--- src/rtl/dvu_pkg.sv ---
// Shared types and constants of the Doppler velocity unfold unit.
// Holds register codes, register widths, controller states and control structs.
// Depends on nothing.
`timescale 1ns / 1ps

package dvu_pkg;

  localparam int CfgIdxW   = 3;
  localparam int CfgDataW  = 24;
  localparam int AvgCntW   = 7;
  localparam int AvgRecW   = 17;
  localparam int FoldIntW  = 14;
  localparam int FoldRecW  = 24;
  localparam int FoldLimW  = 4;
  localparam int FoldW     = 5;

  localparam logic [AvgCntW-1:0]  AvgCntRst  = 7'd5;
  localparam logic [AvgRecW-1:0]  AvgRecRst  = 17'd13107;
  localparam logic [FoldIntW-1:0] FoldIntRst = 14'd2000;
  localparam logic [FoldRecW-1:0] FoldRecRst = 24'd8389;
  localparam logic [FoldLimW-1:0] FoldLimRst = 4'd15;

  typedef enum logic [CfgIdxW-1:0] {
    CFG_INIT_MODE,
    CFG_AVG_COUNT,
    CFG_AVG_RECIP,
    CFG_FOLD_INTERVAL,
    CFG_FOLD_RECIP,
    CFG_MAX_POS_FOLDS,
    CFG_MAX_NEG_FOLDS
  } cfg_idx_e;

  typedef enum logic [3:0] {
    ST_CLEAR,
    ST_IDLE,
    ST_FILL,
    ST_MUL1_LO,
    ST_MUL1_HI,
    ST_DIFF,
    ST_MUL2_LO,
    ST_MUL2_HI,
    ST_FOLD,
    ST_UPDATE,
    ST_LOAD
  } ctrl_state_e;

  typedef enum logic [1:0] {
    MUL_IDLE,
    MUL_LO,
    MUL_HI
  } mul_op_e;

  typedef enum logic {
    SEL_AVG,
    SEL_FOLD
  } mul_sel_e;

  typedef struct packed {
    logic                init_mode;
    logic [AvgCntW-1:0]  avg_count;
    logic [AvgRecW-1:0]  avg_reciprocal;
    logic [FoldIntW-1:0] fold_interval;
    logic [FoldRecW-1:0] fold_reciprocal;
    logic [FoldLimW-1:0] max_pos_folds;
    logic [FoldLimW-1:0] max_neg_folds;
  } cfg_t;

  typedef struct packed {
    logic     accept;
    logic     clear;
    logic     fill;
    logic     rd;
    mul_op_e  mul_op;
    mul_sel_e mul_sel;
    logic     diff;
    logic     fold;
    logic     upd;
    logic     load_out;
  } cmd_t;

  typedef struct packed {
    logic seed_now;
    logic proc_now;
    logic proc_q;
    logic fill_last;
    logic clear_last;
    logic out_free;
  } sts_t;

endpackage

--- src/rtl/dvu_gate_if.sv ---
// Input channel of the Doppler velocity unfold unit: one radar gate per transfer.
// Carries valid, ready and the gate fields; no dependencies.
`timescale 1ns / 1ps

interface dvu_gate_if #(
  parameter int VEL_WIDTH = 16
) ();
  logic                        valid;
  logic                        ready;
  logic signed [VEL_WIDTH-1:0] gate_velocity;
  logic                        gate_missing;
  logic                        in_boundary;
  logic                        ray_start;
  logic                        sweep_start;
  logic signed [VEL_WIDTH-1:0] wind_velocity;

  modport source (
    output valid, gate_velocity, gate_missing, in_boundary, ray_start, sweep_start,
           wind_velocity,
    input  ready
  );

  modport sink (
    input  valid, gate_velocity, gate_missing, in_boundary, ray_start, sweep_start,
           wind_velocity,
    output ready
  );
endinterface

--- src/rtl/dvu_result_if.sv ---
// Output channel of the Doppler velocity unfold unit: one result per transfer.
// Carries valid, ready and the result fields; uses dvu_pkg for the fold width.
`timescale 1ns / 1ps

interface dvu_result_if #(
  parameter int VEL_WIDTH = 16
) ();
  logic                               valid;
  logic                               ready;
  logic signed [VEL_WIDTH-1:0]        velocity_out;
  logic signed [dvu_pkg::FoldW-1:0]   folds_applied;
  logic                               was_processed;

  modport source (
    output valid, velocity_out, folds_applied, was_processed,
    input  ready
  );

  modport sink (
    input  valid, velocity_out, folds_applied, was_processed,
    output ready
  );
endinterface

--- src/rtl/dvu_mul.sv ---
// Shared two-pass multiplier: one half-width partial product per cycle, accumulated.
// Uses dvu_pkg for the operation codes.
`timescale 1ns / 1ps

module dvu_mul #(
  parameter int AW = 24,
  parameter int BW = 24
) (
  input  logic                  clk_i,
  input  dvu_pkg::mul_op_e      op_i,
  input  logic [AW-1:0]         a_i,
  input  logic [BW-1:0]         b_i,
  output logic [AW+BW-1:0]      prod_o
);
  import dvu_pkg::*;

  localparam int LW = (AW + 1) / 2;
  localparam int HW = AW - LW;
  localparam int PW = AW + BW;

  logic [LW-1:0]    part;
  logic [LW+BW-1:0] pp;
  logic [PW-1:0]    acc_d, acc_q;

  always_comb begin
    part = (op_i == MUL_HI) ? LW'(a_i[AW-1 -: HW]) : a_i[LW-1:0];
    pp   = part * b_i;
  end

  always_comb begin
    unique case (op_i)
      MUL_LO:  acc_d = PW'(pp);
      MUL_HI:  acc_d = acc_q + (PW'(pp) << LW);
      default: acc_d = acc_q;
    endcase
  end

  always_ff @(posedge clk_i) begin
    acc_q <= acc_d;
  end

  assign prod_o = acc_q;

endmodule

--- src/rtl/dvu_ctrl.sv ---
// Sequencing state machine of the Doppler velocity unfold unit.
// Issues datapath commands from datapath status; uses dvu_pkg.
`timescale 1ns / 1ps

module dvu_ctrl (
  input  logic          clk_i,
  input  logic          rst_ni,
  input  logic          in_valid_i,
  output logic          in_ready_o,
  input  dvu_pkg::sts_t sts_i,
  output dvu_pkg::cmd_t cmd_o
);
  import dvu_pkg::*;

  ctrl_state_e state_d, state_q;

  always_comb begin
    state_d = state_q;
    unique case (state_q)
      ST_CLEAR: begin
        if (sts_i.clear_last) state_d = ST_IDLE;
      end
      ST_IDLE: begin
        if (in_valid_i) begin
          priority if (sts_i.seed_now) state_d = ST_FILL;
          else if (sts_i.proc_now)     state_d = ST_MUL1_LO;
          else                         state_d = ST_LOAD;
        end
      end
      ST_FILL: begin
        if (sts_i.fill_last) state_d = sts_i.proc_q ? ST_MUL1_LO : ST_LOAD;
      end
      ST_MUL1_LO: state_d = ST_MUL1_HI;
      ST_MUL1_HI: state_d = ST_DIFF;
      ST_DIFF:    state_d = ST_MUL2_LO;
      ST_MUL2_LO: state_d = ST_MUL2_HI;
      ST_MUL2_HI: state_d = ST_FOLD;
      ST_FOLD:    state_d = ST_UPDATE;
      ST_UPDATE:  state_d = ST_LOAD;
      ST_LOAD: begin
        if (sts_i.out_free) state_d = ST_IDLE;
      end
      default: state_d = ST_CLEAR;
    endcase
  end

  always_comb begin
    cmd_o         = '0;
    cmd_o.mul_op  = MUL_IDLE;
    cmd_o.mul_sel = SEL_AVG;
    in_ready_o    = 1'b0;
    unique case (state_q)
      ST_CLEAR: cmd_o.clear = 1'b1;
      ST_IDLE: begin
        in_ready_o   = 1'b1;
        cmd_o.accept = in_valid_i;
      end
      ST_FILL: cmd_o.fill = 1'b1;
      ST_MUL1_LO: begin
        cmd_o.rd     = 1'b1;
        cmd_o.mul_op = MUL_LO;
      end
      ST_MUL1_HI: cmd_o.mul_op = MUL_HI;
      ST_DIFF:    cmd_o.diff   = 1'b1;
      ST_MUL2_LO: begin
        cmd_o.mul_op  = MUL_LO;
        cmd_o.mul_sel = SEL_FOLD;
      end
      ST_MUL2_HI: begin
        cmd_o.mul_op  = MUL_HI;
        cmd_o.mul_sel = SEL_FOLD;
      end
      ST_FOLD:   cmd_o.fold     = 1'b1;
      ST_UPDATE: cmd_o.upd      = 1'b1;
      ST_LOAD:   cmd_o.load_out = sts_i.out_free;
      default: ;
    endcase
  end

  always_ff @(posedge clk_i or negedge rst_ni) begin
    if (!rst_ni) begin
      state_q <= ST_CLEAR;
    end else begin
      state_q <= state_d;
    end
  end

endmodule

--- src/rtl/dvu_dpath.sv ---
// Datapath of the Doppler velocity unfold unit: ring memory, running sum, seed
// tracking, fold arithmetic and the result register. Uses dvu_pkg and dvu_mul.
`timescale 1ns / 1ps

module dvu_dpath #(
  parameter int MAX_AVG   = 64,
  parameter int VEL_WIDTH = 16
) (
  input  logic                              clk_i,
  input  logic                              rst_ni,
  input  dvu_pkg::cfg_t                     cfg_i,
  input  dvu_pkg::cmd_t                     cmd_i,
  output dvu_pkg::sts_t                     sts_o,
  input  logic signed [VEL_WIDTH-1:0]       gate_velocity_i,
  input  logic                              gate_missing_i,
  input  logic                              in_boundary_i,
  input  logic                              ray_start_i,
  input  logic                              sweep_start_i,
  input  logic signed [VEL_WIDTH-1:0]       wind_velocity_i,
  input  logic                              out_ready_i,
  output logic                              out_valid_o,
  output logic signed [VEL_WIDTH-1:0]       velocity_out_o,
  output logic signed [dvu_pkg::FoldW-1:0]  folds_applied_o,
  output logic                              was_processed_o
);
  import dvu_pkg::*;

  localparam int AddrW  = (MAX_AVG > 1) ? $clog2(MAX_AVG) : 1;
  localparam int NW     = $clog2(MAX_AVG + 1);
  localparam int CW     = NW + 1;
  localparam int SW     = VEL_WIDTH + $clog2(MAX_AVG) + 1;
  localparam int SMW    = SW - 1;
  localparam int AMW    = SMW + 1;
  localparam int DMW    = AMW + 1;
  localparam int DCW    = (DMW > 39) ? 39 : DMW;
  localparam int MAW    = (SMW > DCW) ? SMW : DCW;
  localparam int PW     = MAW + FoldRecW;
  localparam int FMW    = PW - 24;
  localparam int FProdW = FoldW + FoldIntW + 1;
  localparam int XW     = ((VEL_WIDTH > FProdW) ? VEL_WIDTH : FProdW) + 1;

  localparam logic [63:0]          DClampMax = 64'd1 << 38;
  localparam logic signed [XW-1:0] VelMax    =
    {{(XW - VEL_WIDTH + 1){1'b0}}, {(VEL_WIDTH - 1){1'b1}}};
  localparam logic signed [XW-1:0] VelMin    = ~VelMax;

  // Ring length and pointer handling.
  logic [8:0]       cnt_ext, n_ext;
  logic [NW-1:0]    ring_n;
  logic [AddrW-1:0] ptr_d, ptr_q, ptr_w, fill_cnt_d, fill_cnt_q;
  logic             fill_last, clear_last;

  // Seed tracking.
  logic                        seed_valid_d, seed_valid_q;
  logic                        seed_pend_d, seed_pend_q;
  logic                        first_pend_d, first_pend_q;
  logic                        sv_eff, pend_rs, seed_rs, seed_vel, seed_now, proc_now;
  logic signed [VEL_WIDTH-1:0] seed_sel, seed_val_q, remembered_q;
  logic signed [SW-1:0]        seed_ext, n_signed, seed_sum;

  // Arithmetic.
  logic signed [SW-1:0]        sum_d, sum_q;
  logic [SW-1:0]               sum_abs;
  logic [MAW-1:0]              mul_a;
  logic [FoldRecW-1:0]         mul_b;
  logic [PW-1:0]               prod, arnd, frnd;
  logic [AMW-1:0]              amag;
  logic signed [AMW:0]         avg;
  logic signed [AMW+1:0]       diff;
  logic [DMW-1:0]              dmag;
  logic [DCW-1:0]              dclamp_d, dclamp_q;
  logic                        diff_neg_q;
  logic [FMW-1:0]              fmag;
  logic [FoldLimW-1:0]         fold_mag;
  logic signed [FoldW-1:0]     folds;
  logic signed [FProdW-1:0]    fprod;
  logic signed [XW-1:0]        xsum;
  logic signed [VEL_WIDTH-1:0] vx_sat;

  // Per-gate work registers.
  logic signed [VEL_WIDTH-1:0] vel_q, vx_q, rd_q;
  logic signed [FoldW-1:0]     folds_q;
  logic                        proc_q;

  // Ring memory write port.
  logic                        wr_en;
  logic [AddrW-1:0]            wr_addr;
  logic signed [VEL_WIDTH-1:0] wr_data;
  logic signed [VEL_WIDTH-1:0] ring_mem [MAX_AVG];

  // Result register.
  logic                        out_valid_d, out_valid_q, out_free;
  logic signed [VEL_WIDTH-1:0] out_vel_q;
  logic signed [FoldW-1:0]     out_folds_q;
  logic                        out_proc_q;

  always_comb begin
    cnt_ext = 9'(cfg_i.avg_count);
    if (cnt_ext == 9'd0) begin
      n_ext = 9'd1;
    end else if (cnt_ext > 9'(MAX_AVG)) begin
      n_ext = 9'(MAX_AVG);
    end else begin
      n_ext = cnt_ext;
    end
    ring_n     = NW'(n_ext);
    ptr_w      = (CW'(ptr_q) >= CW'(ring_n)) ? '0 : ptr_q;
    fill_last  = (CW'(fill_cnt_q) + CW'(1)) >= CW'(ring_n);
    clear_last = (CW'(fill_cnt_q) + CW'(1)) >= CW'(MAX_AVG);
  end

  // The seed for a ray comes from the wind, the remembered gate, or the first
  // non-missing gate, in that order of the mode and what is remembered.
  always_comb begin
    sv_eff   = seed_valid_q & ~(ray_start_i & sweep_start_i & ~cfg_i.init_mode);
    pend_rs  = ray_start_i ? (~cfg_i.init_mode & ~sv_eff) : seed_pend_q;
    seed_rs  = ray_start_i & (cfg_i.init_mode | sv_eff);
    seed_vel = pend_rs & ~gate_missing_i;
    seed_now = seed_rs | seed_vel;
    proc_now = ~gate_missing_i & in_boundary_i;
    if (seed_rs) begin
      seed_sel = cfg_i.init_mode ? wind_velocity_i : remembered_q;
    end else begin
      seed_sel = gate_velocity_i;
    end
    seed_ext = SW'(seed_sel);
    n_signed = SW'($signed({1'b0, ring_n}));
    seed_sum = seed_ext * n_signed;
  end

  always_comb begin
    sum_abs = sum_q[SW-1] ? SW'(-sum_q) : SW'(sum_q);
    if (cmd_i.mul_sel == SEL_AVG) begin
      mul_a = MAW'(sum_abs[SMW-1:0]);
      mul_b = FoldRecW'(cfg_i.avg_reciprocal);
    end else begin
      mul_a = MAW'(dclamp_q);
      mul_b = cfg_i.fold_reciprocal;
    end
  end

  dvu_mul #(
    .AW (MAW),
    .BW (FoldRecW)
  ) u_mul (
    .clk_i  (clk_i),
    .op_i   (cmd_i.mul_op),
    .a_i    (mul_a),
    .b_i    (mul_b),
    .prod_o (prod)
  );

  // Average, difference to the gate and its limited magnitude.
  always_comb begin
    arnd = prod + PW'(32768);
    amag = arnd[16 +: AMW];
    avg  = sum_q[SW-1] ? -$signed({1'b0, amag}) : $signed({1'b0, amag});
    diff = (AMW + 2)'(avg) - (AMW + 2)'(vel_q);
    dmag = diff[AMW+1] ? DMW'(-diff) : DMW'(diff);
    dclamp_d = (64'(dmag) > DClampMax) ? DCW'(DClampMax) : DCW'(dmag);
  end

  // Fold count, limit, and the saturated unfolded velocity.
  always_comb begin
    frnd = prod + PW'(24'h800000);
    fmag = frnd[24 +: FMW];
    if (diff_neg_q) begin
      fold_mag = (fmag > FMW'(cfg_i.max_neg_folds)) ? cfg_i.max_neg_folds
                                                    : fmag[FoldLimW-1:0];
      folds    = -$signed({1'b0, fold_mag});
    end else begin
      fold_mag = (fmag > FMW'(cfg_i.max_pos_folds)) ? cfg_i.max_pos_folds
                                                    : fmag[FoldLimW-1:0];
      folds    = $signed({1'b0, fold_mag});
    end
    fprod = folds * $signed({1'b0, cfg_i.fold_interval});
    xsum  = XW'(vel_q) + XW'(fprod);
    if (xsum > VelMax) begin
      vx_sat = VEL_WIDTH'(VelMax);
    end else if (xsum < VelMin) begin
      vx_sat = VEL_WIDTH'(VelMin);
    end else begin
      vx_sat = VEL_WIDTH'(xsum);
    end
  end

  always_comb begin
    seed_valid_d = seed_valid_q;
    seed_pend_d  = seed_pend_q;
    first_pend_d = first_pend_q;
    ptr_d        = ptr_q;
    sum_d        = sum_q;
    fill_cnt_d   = fill_cnt_q;
    if (cmd_i.accept) begin
      seed_valid_d = sv_eff;
      seed_pend_d  = pend_rs & gate_missing_i;
      first_pend_d = first_pend_q | ray_start_i;
      if (seed_now) begin
        ptr_d = '0;
        sum_d = seed_sum;
      end
    end
    if (cmd_i.fill || cmd_i.clear) begin
      if (cmd_i.clear ? clear_last : fill_last) begin
        fill_cnt_d = '0;
      end else begin
        fill_cnt_d = fill_cnt_q + AddrW'(1);
      end
    end
    if (cmd_i.rd) begin
      ptr_d = ptr_w;
    end
    if (cmd_i.upd) begin
      sum_d = sum_q + SW'(vx_q) - SW'(rd_q);
      ptr_d = ((CW'(ptr_q) + CW'(1)) >= CW'(ring_n)) ? '0 : ptr_q + AddrW'(1);
      if (first_pend_q) begin
        first_pend_d = 1'b0;
        seed_valid_d = 1'b1;
      end
    end
  end

  always_ff @(posedge clk_i or negedge rst_ni) begin
    if (!rst_ni) begin
      seed_valid_q <= 1'b0;
      seed_pend_q  <= 1'b0;
      first_pend_q <= 1'b0;
      ptr_q        <= '0;
      sum_q        <= '0;
      fill_cnt_q   <= '0;
      proc_q       <= 1'b0;
      out_valid_q  <= 1'b0;
    end else begin
      seed_valid_q <= seed_valid_d;
      seed_pend_q  <= seed_pend_d;
      first_pend_q <= first_pend_d;
      ptr_q        <= ptr_d;
      sum_q        <= sum_d;
      fill_cnt_q   <= fill_cnt_d;
      out_valid_q  <= out_valid_d;
      if (cmd_i.accept) begin
        proc_q <= proc_now;
      end
    end
  end

  always_ff @(posedge clk_i) begin
    if (cmd_i.accept) begin
      vel_q      <= gate_velocity_i;
      vx_q       <= gate_velocity_i;
      folds_q    <= '0;
      seed_val_q <= seed_sel;
    end
    if (cmd_i.diff) begin
      dclamp_q   <= dclamp_d;
      diff_neg_q <= diff[AMW+1];
    end
    if (cmd_i.fold) begin
      vx_q    <= vx_sat;
      folds_q <= folds;
    end
    if (cmd_i.upd && first_pend_q) begin
      remembered_q <= vx_q;
    end
    if (cmd_i.load_out) begin
      out_vel_q   <= vx_q;
      out_folds_q <= folds_q;
      out_proc_q  <= proc_q;
    end
  end

  always_comb begin
    wr_en   = cmd_i.fill | cmd_i.clear | cmd_i.upd;
    wr_addr = cmd_i.upd ? ptr_q : fill_cnt_q;
    if (cmd_i.clear) begin
      wr_data = '0;
    end else if (cmd_i.fill) begin
      wr_data = seed_val_q;
    end else begin
      wr_data = vx_q;
    end
  end

  always_ff @(posedge clk_i) begin
    if (wr_en) begin
      ring_mem[wr_addr] <= wr_data;
    end
    if (cmd_i.rd) begin
      rd_q <= ring_mem[ptr_w];
    end
  end

  always_comb begin
    out_free    = ~out_valid_q | out_ready_i;
    out_valid_d = cmd_i.load_out | (out_valid_q & ~out_ready_i);
  end

  assign sts_o.seed_now   = seed_now;
  assign sts_o.proc_now   = proc_now;
  assign sts_o.proc_q     = proc_q;
  assign sts_o.fill_last  = fill_last;
  assign sts_o.clear_last = clear_last;
  assign sts_o.out_free   = out_free;

  assign out_valid_o     = out_valid_q;
  assign velocity_out_o  = out_vel_q;
  assign folds_applied_o = out_folds_q;
  assign was_processed_o = out_proc_q;

endmodule

--- src/rtl/doppler_velocity_unfold_unit.sv ---
// Doppler velocity unfold unit, top level: configuration registers, sequencer and
// datapath. Uses dvu_pkg, dvu_gate_if, dvu_result_if, dvu_ctrl and dvu_dpath.
//
// Unfolds radial velocities one gate at a time against a running average of the
// last avg_count unfolded gates. For a processed gate, the average and the fold
// count each pass through one shared multiplier in two half-width steps; the
// difference lies between them, then come the fold, ring update and result load.
// A gate that is missing or outside the boundary is not processed and, unless it
// seeds the ring, goes straight to the result register. A seeding gate first
// fills avg_count ring entries (clamped to 1..MAX_AVG), one per cycle through
// the ring write port. After reset all MAX_AVG ring entries are cleared, during
// which no gate is taken; configuration writes are taken at any time. Results
// wait in an output register, so the next gate can be taken while one is pending.
`timescale 1ns / 1ps

module doppler_velocity_unfold_unit #(
  parameter int MAX_AVG   = 64,
  parameter int VEL_WIDTH = 16
) (
  input  logic                           clk_i,
  input  logic                           rst_ni,
  dvu_gate_if.sink                       gate_i,
  dvu_result_if.source                   result_o,
  input  logic                           cfg_we_i,
  input  logic [dvu_pkg::CfgIdxW-1:0]    cfg_idx_i,
  input  logic [dvu_pkg::CfgDataW-1:0]   cfg_data_i
);
  import dvu_pkg::*;

  cfg_t cfg_d, cfg_q;
  cmd_t cmd;
  sts_t sts;
  logic in_ready;

  always_comb begin
    cfg_d = cfg_q;
    if (cfg_we_i) begin
      unique case (cfg_idx_e'(cfg_idx_i))
        CFG_INIT_MODE:     cfg_d.init_mode       = cfg_data_i[0];
        CFG_AVG_COUNT:     cfg_d.avg_count       = cfg_data_i[AvgCntW-1:0];
        CFG_AVG_RECIP:     cfg_d.avg_reciprocal  = cfg_data_i[AvgRecW-1:0];
        CFG_FOLD_INTERVAL: cfg_d.fold_interval   = cfg_data_i[FoldIntW-1:0];
        CFG_FOLD_RECIP:    cfg_d.fold_reciprocal = cfg_data_i[FoldRecW-1:0];
        CFG_MAX_POS_FOLDS: cfg_d.max_pos_folds   = cfg_data_i[FoldLimW-1:0];
        CFG_MAX_NEG_FOLDS: cfg_d.max_neg_folds   = cfg_data_i[FoldLimW-1:0];
        default: ;
      endcase
    end
  end

  always_ff @(posedge clk_i or negedge rst_ni) begin
    if (!rst_ni) begin
      cfg_q.init_mode       <= 1'b0;
      cfg_q.avg_count       <= AvgCntRst;
      cfg_q.avg_reciprocal  <= AvgRecRst;
      cfg_q.fold_interval   <= FoldIntRst;
      cfg_q.fold_reciprocal <= FoldRecRst;
      cfg_q.max_pos_folds   <= FoldLimRst;
      cfg_q.max_neg_folds   <= FoldLimRst;
    end else begin
      cfg_q <= cfg_d;
    end
  end

  dvu_ctrl u_ctrl (
    .clk_i      (clk_i),
    .rst_ni     (rst_ni),
    .in_valid_i (gate_i.valid),
    .in_ready_o (in_ready),
    .sts_i      (sts),
    .cmd_o      (cmd)
  );

  dvu_dpath #(
    .MAX_AVG   (MAX_AVG),
    .VEL_WIDTH (VEL_WIDTH)
  ) u_dpath (
    .clk_i           (clk_i),
    .rst_ni          (rst_ni),
    .cfg_i           (cfg_q),
    .cmd_i           (cmd),
    .sts_o           (sts),
    .gate_velocity_i (gate_i.gate_velocity),
    .gate_missing_i  (gate_i.gate_missing),
    .in_boundary_i   (gate_i.in_boundary),
    .ray_start_i     (gate_i.ray_start),
    .sweep_start_i   (gate_i.sweep_start),
    .wind_velocity_i (gate_i.wind_velocity),
    .out_ready_i     (result_o.ready),
    .out_valid_o     (result_o.valid),
    .velocity_out_o  (result_o.velocity_out),
    .folds_applied_o (result_o.folds_applied),
    .was_processed_o (result_o.was_processed)
  );

  assign gate_i.ready = in_ready;

endmodule
--- src/flat_wrapper.sv ---
// flat-port wrapper written by rule: the top's interface ports become plain ports
module doppler_velocity_unfold_unit_flat import dvu_pkg::*;
#(
  parameter int MAX_AVG   = 64,
  parameter int VEL_WIDTH = 16
)
  (clk_i, rst_ni, cfg_we_i, cfg_idx_i, cfg_data_i, gate_i_valid, gate_i_gate_velocity, gate_i_gate_missing, gate_i_in_boundary, gate_i_ray_start, gate_i_sweep_start, gate_i_wind_velocity, gate_i_ready, result_o_valid, result_o_velocity_out, result_o_folds_applied, result_o_was_processed, result_o_ready);
  dvu_gate_if #(.VEL_WIDTH(VEL_WIDTH)) gate_i_i ();
  dvu_result_if #(.VEL_WIDTH(VEL_WIDTH)) result_o_i ();
  input  logic clk_i;
  input  logic rst_ni;
  input  logic cfg_we_i;
  input  logic [dvu_pkg::CfgIdxW-1:0] cfg_idx_i;
  input  logic [dvu_pkg::CfgDataW-1:0] cfg_data_i;
  input wire logic [$bits(gate_i_i.valid)-1:0] gate_i_valid;
  input wire logic [$bits(gate_i_i.gate_velocity)-1:0] gate_i_gate_velocity;
  input wire logic [$bits(gate_i_i.gate_missing)-1:0] gate_i_gate_missing;
  input wire logic [$bits(gate_i_i.in_boundary)-1:0] gate_i_in_boundary;
  input wire logic [$bits(gate_i_i.ray_start)-1:0] gate_i_ray_start;
  input wire logic [$bits(gate_i_i.sweep_start)-1:0] gate_i_sweep_start;
  input wire logic [$bits(gate_i_i.wind_velocity)-1:0] gate_i_wind_velocity;
  output wire logic [$bits(gate_i_i.ready)-1:0] gate_i_ready;
  output wire logic [$bits(result_o_i.valid)-1:0] result_o_valid;
  output wire logic [$bits(result_o_i.velocity_out)-1:0] result_o_velocity_out;
  output wire logic [$bits(result_o_i.folds_applied)-1:0] result_o_folds_applied;
  output wire logic [$bits(result_o_i.was_processed)-1:0] result_o_was_processed;
  input wire logic [$bits(result_o_i.ready)-1:0] result_o_ready;
  assign gate_i_i.valid = gate_i_valid;
  assign gate_i_i.gate_velocity = gate_i_gate_velocity;
  assign gate_i_i.gate_missing = gate_i_gate_missing;
  assign gate_i_i.in_boundary = gate_i_in_boundary;
  assign gate_i_i.ray_start = gate_i_ray_start;
  assign gate_i_i.sweep_start = gate_i_sweep_start;
  assign gate_i_i.wind_velocity = gate_i_wind_velocity;
  assign gate_i_ready = gate_i_i.ready;
  assign result_o_valid = result_o_i.valid;
  assign result_o_velocity_out = result_o_i.velocity_out;
  assign result_o_folds_applied = result_o_i.folds_applied;
  assign result_o_was_processed = result_o_i.was_processed;
  assign result_o_i.ready = result_o_ready;
  doppler_velocity_unfold_unit #(.MAX_AVG(MAX_AVG), .VEL_WIDTH(VEL_WIDTH)) u_core (.clk_i(clk_i), .rst_ni(rst_ni), .gate_i(gate_i_i), .result_o(result_o_i), .cfg_we_i(cfg_we_i), .cfg_idx_i(cfg_idx_i), .cfg_data_i(cfg_data_i));
endmodule
--- config.mk ---
export PLATFORM = sky130hd
export DESIGN_NAME = doppler_velocity_unfold_unit_flat
export DESIGN_NICKNAME = d
export VERILOG_FILES = /design/src/rtl/dvu_pkg.sv /design/src/rtl/dvu_gate_if.sv /design/src/rtl/dvu_result_if.sv /design/src/rtl/dvu_mul.sv /design/src/rtl/dvu_ctrl.sv /design/src/rtl/dvu_dpath.sv /design/src/rtl/doppler_velocity_unfold_unit.sv /design/src/flat_wrapper.sv
export SDC_FILE = /design/constraint.sdc
export NUM_CORES = 2
export LEC_CHECK = 0
export BUFFER_PORTS_ARGS = -buffer_cell sky130_fd_sc_hd__buf_2
export CORE_AREA = 5 5 247 490
export DETAILED_ROUTE_END_ITERATION = 10
export DIE_AREA = 0 0 252 495
export MAX_ROUTING_LAYER = met4
export PLACE_DENSITY = 0.92
export SLEW_MARGIN = 20
export SYNTH_ARGS = -nofsm -noshare
export SYNTH_HDL_FRONTEND = slang
export SYNTH_SLANG_ARGS = --single-unit
--- constraint.sdc ---
create_clock -name clk_i -period 19.09 [get_ports clk_i]
set_input_delay 0 -clock clk_i [delete_from_list [all_inputs] [get_ports clk_i]]
set_output_delay 0 -clock clk_i [all_outputs]
set_load 0.05 [all_outputs]
==> run_results.csv <==
group,metric,value,unit
layout,nets,6934,
timing,max_slew_margin,21.4,%
floorplan,pin_count,92,
timing,report.final.hold_viol_count,0,
setup_path,rr_startpoint,"u_core.u_ctrl.state_q[1]$_DFFE_PN0P_",
yosys,synth_flop_cell,"sky130_fd_sc_hd__edfxtp_1",
yosys,synth.avg_cell_area,12.4,sq um
layout,layout-drive-gt1-share,13.2,%
power_and_ir_drop,cellPowerDensity,136,nW/um^2
global_routing,first_global_vias,54300,
clock_tree,cts.repair_timing.setup_buffer_count,0,
min_path,worstHoldPathCells,3,
setup_path,cp-end-kind,"flip-flop",
clock_tree,holdBufCountCts,73,
floorplan,floorplan_die_area,125000,sq um
route,first_iter_violations,7094,
route,vias_after_detailed_routing,52900,
route,detailedRoute.firstPassIterationCount,11,
global_routing,grt.total_usage,35.7,%
status,outcome,"complete, no violations",
min_path,hold_end,"u_core.cfg_q[27]$_DFFE_PN0P_",
setup_path,cp_data_required_time,19.53,ns
clock_tree,clock_sink_count,1307,
floorplan,core.rowCount,178,
clock_tree,cts_buf_count,107,
timing,worst_clock_skew,0.100,ns
yosys,post_synth_inst_count,6101,
setup_path,critPathBufInv,6,
yosys,synth_area_leaders,"sky130_fd_sc_hd__edfxtp_1 47%, sky130_fd_sc_hd__fa_1 10%, sky130_fd_sc_hd__ha_1 4.7%",
clock_tree,clock_tree.htree_level_count,3,
global_routing,globalRoute.totalOverflow,0,
clock_tree,cts_root_buffer,"sky130_fd_sc_hd__clkbuf_16",
yosys,number_of_distinct_library_cells_after_synthesis,96,
yosys,synth_async_sr_flop_share,8.80,%
min_path,timing.hold.worst.class,"primary input to flip-flop",
yosys,post-synth-top-area-cell,"sky130_fd_sc_hd__edfxtp_1",
setup_path,critPathMaxStageDelay,0.98,ns
route,route.detailed.wl_per_inst,27.8,microns
yosys,synth.net_count,6834,
layout,area_growth,9.29,%
timing,slew_violations,0,
min_path,holdCritStartpoint,"cfg_data_i[19]",
setup_path,setup.reg_to_reg.worst_slack,7.53,ns
setup_path,cp_max_fo,43,
clock_tree,cts.clk_slew.worst_paths,0.07,ns
power_and_ir_drop,vdd_drop_max,0.273,mV
yosys,sequential_fraction_of_the_synthesis_area,51.3,%
timing,period_share,60.5,%
yosys,synth_warnings,0,
route,drt-vias-per-instance,6.75,
setup_path,r2r.worst_path.cells,35,
setup_path,cp-start-kind,"flip-flop",
setup_path,crit_path_top_delay_cell,"sky130_fd_sc_hd__dfrtp_1",
timing,grt_setup_unrepaired,"false",
timing,final.min_clock_period,11.56,ns
clock_tree,cts_resized,0,
placed_design,gp_congestion,0.973,
clock_tree,clkLatencyLatePin,0.79,ns
power_and_ir_drop,total_leakage_power,29.6,nW
timing,fmax,86.5,MHz
floorplan,die_x,252,microns
yosys,mappedNetlistArea,75500,sq um
setup_path,timing.setup.critical_path_class,"flip-flop to flip-flop",
setup_path,worstPathArrival,11.99,ns
global_routing,grt_pass1_wl,329000,microns
floorplan,initial_utilization,64.5,%
setup_path,crit_path_max_delay_family,"adder cells",
timing,worst_pin_slew,1.18,ns
setup_path,r2r_end,"u_core.u_dpath.u_mul.prod_o[47]$_SDFFCE_PN0P_",
floorplan,core_area,117000,sq um
flow_run,max-cap-violations,0,
power_and_ir_drop,design_power,0.0112,W
yosys,synth.ff_latch_count,1307,
route,postRouteAntennaNets,0,
yosys,number_of_enable_type_register_cells_in_the_synthesized_netlist,1192,
timing,setup_violations,0,
yosys,yosysMostFrequentCell,"sky130_fd_sc_hd__edfxtp_1",
yosys,synth_top_area_share,47.4,%
yosys,synth_common_cells,"1192 x sky130_fd_sc_hd__edfxtp_1, 656 x sky130_fd_sc_hd__nand2_1, 596 x sky130_fd_sc_hd__inv_1, 401 x sky130_fd_sc_hd__nor2_1, 383 x sky130_fd_sc_hd__fa_1",
clock_tree,tritoncts_clock_tree,"done",
placed_design,portBuffers,91,
global_routing,pin_count_of_the_biggest_net_entering_global_routing,171,
clock_tree,cts_buffer_depth,3,
global_routing,grt_antenna_before_repair,14,
timing,setup_total_negative_slack,0,ns
route,drc,0,
route,routed_wl,218000,microns
setup_path,worst_path_most_repeated_cell,"sky130_fd_sc_hd__fa_1",
floorplan,fp.dieH,495,microns
placed_design,post-dp-hpwl,140000,microns
[cells by family (layout without fill, tap and decap cells)]
group | Yosys count | count (layout) | synth area share [%]
AO/OA/AOI/OAI | 1013 | 1013 | 8.99
flip-flops | 1307 | 1307 | 51.3
adder cells (fa/ha/maj) | 665 | 665 | 14.8
buffers and inverters | 880 | 1074 | 4.46
other | 0 | 10 | 0
XOR/XNOR | 244 | 244 | 2.83
multiplexers | 417 | 417 | 8.01
AND/OR/NAND/NOR | 1575 | 1575 | 9.58
[metal layers]
metal / share of wire, % / wire (microns) / global-route usage (%)
met1: 35 / 75600 / 45.0
met2: 49 / 106000 / 57.0
met3: 11 / 23700 / 6.40
met4: 5.9 / 12900 / 16.8
met5: 0 / 0 / -
[worst max-delay path by stage]
stage          slack, ns                                  from  depth (start not counted)                                             to
6_report            7.53  u_core.u_ctrl.state_q[1]$_DFFE_PN0P_                         35  u_core.u_dpath.u_mul.prod_o[47]$_SDFFCE_PN0P_
5_1_grt             7.05  u_core.u_ctrl.state_q[1]$_DFFE_PN0P_                         35  u_core.u_dpath.u_mul.prod_o[47]$_SDFFCE_PN0P_
3_5_place_dp        7.41  u_core.u_ctrl.state_q[1]$_DFFE_PN0P_                         33  u_core.u_dpath.u_mul.prod_o[47]$_SDFFCE_PN0P_
4_1_cts             7.31  u_core.u_ctrl.state_q[1]$_DFFE_PN0P_                         35  u_core.u_dpath.u_mul.prod_o[47]$_SDFFCE_PN0P_
3_3_place_gp        7.47  u_core.u_ctrl.state_q[1]$_DFFE_PN0P_                         35  u_core.u_dpath.u_mul.prod_o[47]$_SDFFCE_PN0P_
2_1_floorplan       9.69   u_core.u_dpath.sum_q[4]$_DFFE_PN0P_                         37  u_core.u_dpath.u_mul.prod_o[47]$_SDFFCE_PN0P_
[report_power, final]
part           switching [W]  internal, W
Clock                0.00112      0.00123
Combinational        0.00345      0.00224
Sequential         0.0000369      0.00317
Total                0.00461      0.00664
[registers in the layout, indices dropped and copies added, names as in the netlist, 4 cells and up]
signal	cells
u_core.cfg_q	71
u_core.u_ctrl.state_q	4
u_core.u_dpath.dclamp_q	24
u_core.u_dpath.fill_cnt_q	6
u_core.u_dpath.folds_applied_o	5
u_core.u_dpath.folds_q	5
u_core.u_dpath.ptr_q	6
u_core.u_dpath.rd_q	16
u_core.u_dpath.remembered_q	16
u_core.u_dpath.ring_mem	1024
u_core.u_dpath.seed_val_q	16
u_core.u_dpath.sum_q	23
u_core.u_dpath.u_mul.prod_o	36
u_core.u_dpath.vel_q	16
u_core.u_dpath.velocity_out_o	16
u_core.u_dpath.vx_q	16
[stage by stage]
step,std cells,worst slack (ns),instance area (sq um),util (%),hold slack [ns]
global placement,7548,7.47,77900,66.7,-0.0858
global route,7834,7.05,82500,70.5,0.0319
finish,7835,7.53,82500,70.5,0.0393
CTS,7824,7.31,82400,70.5,0.00684
floorplan,6101,9.69,75500,-,-0.296
detailed placement,7548,7.41,78000,66.7,-0.0722
[area by class of cell]
type	count	area [sq um]
timing repair buffer	273	2050
inverter	598	2240
clock inverter	80	925
multi-input combinational	3914	33800
clock buffer	123	2780
fill	7406	34500
tap	1530	1910
antenna	10	25.0
sequential	1307	38700
[worst register-to-register path: cells and delay by family (launching register included)]
family	cells	cell delay (ns)
buffers and inverters	6	1.20
AO/OA/AOI/OAI	11	2.71
XOR/XNOR	2	0.42
AND/OR/NAND/NOR	6	1.45
flip-flops	1	0.98
multiplexers	2	1.04
adder cells (fa/ha/maj)	8	3.51
[placed cells by master (no fill, tap or decap), types with 79 or more instances in the layout]
cell and count:
sky130_fd_sc_hd__buf_4 107, sky130_fd_sc_hd__nor2b_1 79, sky130_fd_sc_hd__dfrtp_1 83, sky130_fd_sc_hd__mux4_2 132, sky130_fd_sc_hd__fa_1 383, sky130_fd_sc_hd__nor2_1 370, sky130_fd_sc_hd__xor2_1 89, sky130_fd_sc_hd__buf_2 90
sky130_fd_sc_hd__xnor2_1 155, sky130_fd_sc_hd__inv_1 595, sky130_fd_sc_hd__edfxtp_1 1192, sky130_fd_sc_hd__ha_1 281, sky130_fd_sc_hd__mux2i_1 113, sky130_fd_sc_hd__clkbuf_16 107, sky130_fd_sc_hd__o21ai_0 124, sky130_fd_sc_hd__a21oi_1 276
sky130_fd_sc_hd__nand3_1 109, sky130_fd_sc_hd__nand2_1 656, sky130_fd_sc_hd__mux2_2 171
No activity file was read; power rests on OpenSTA's default activity.
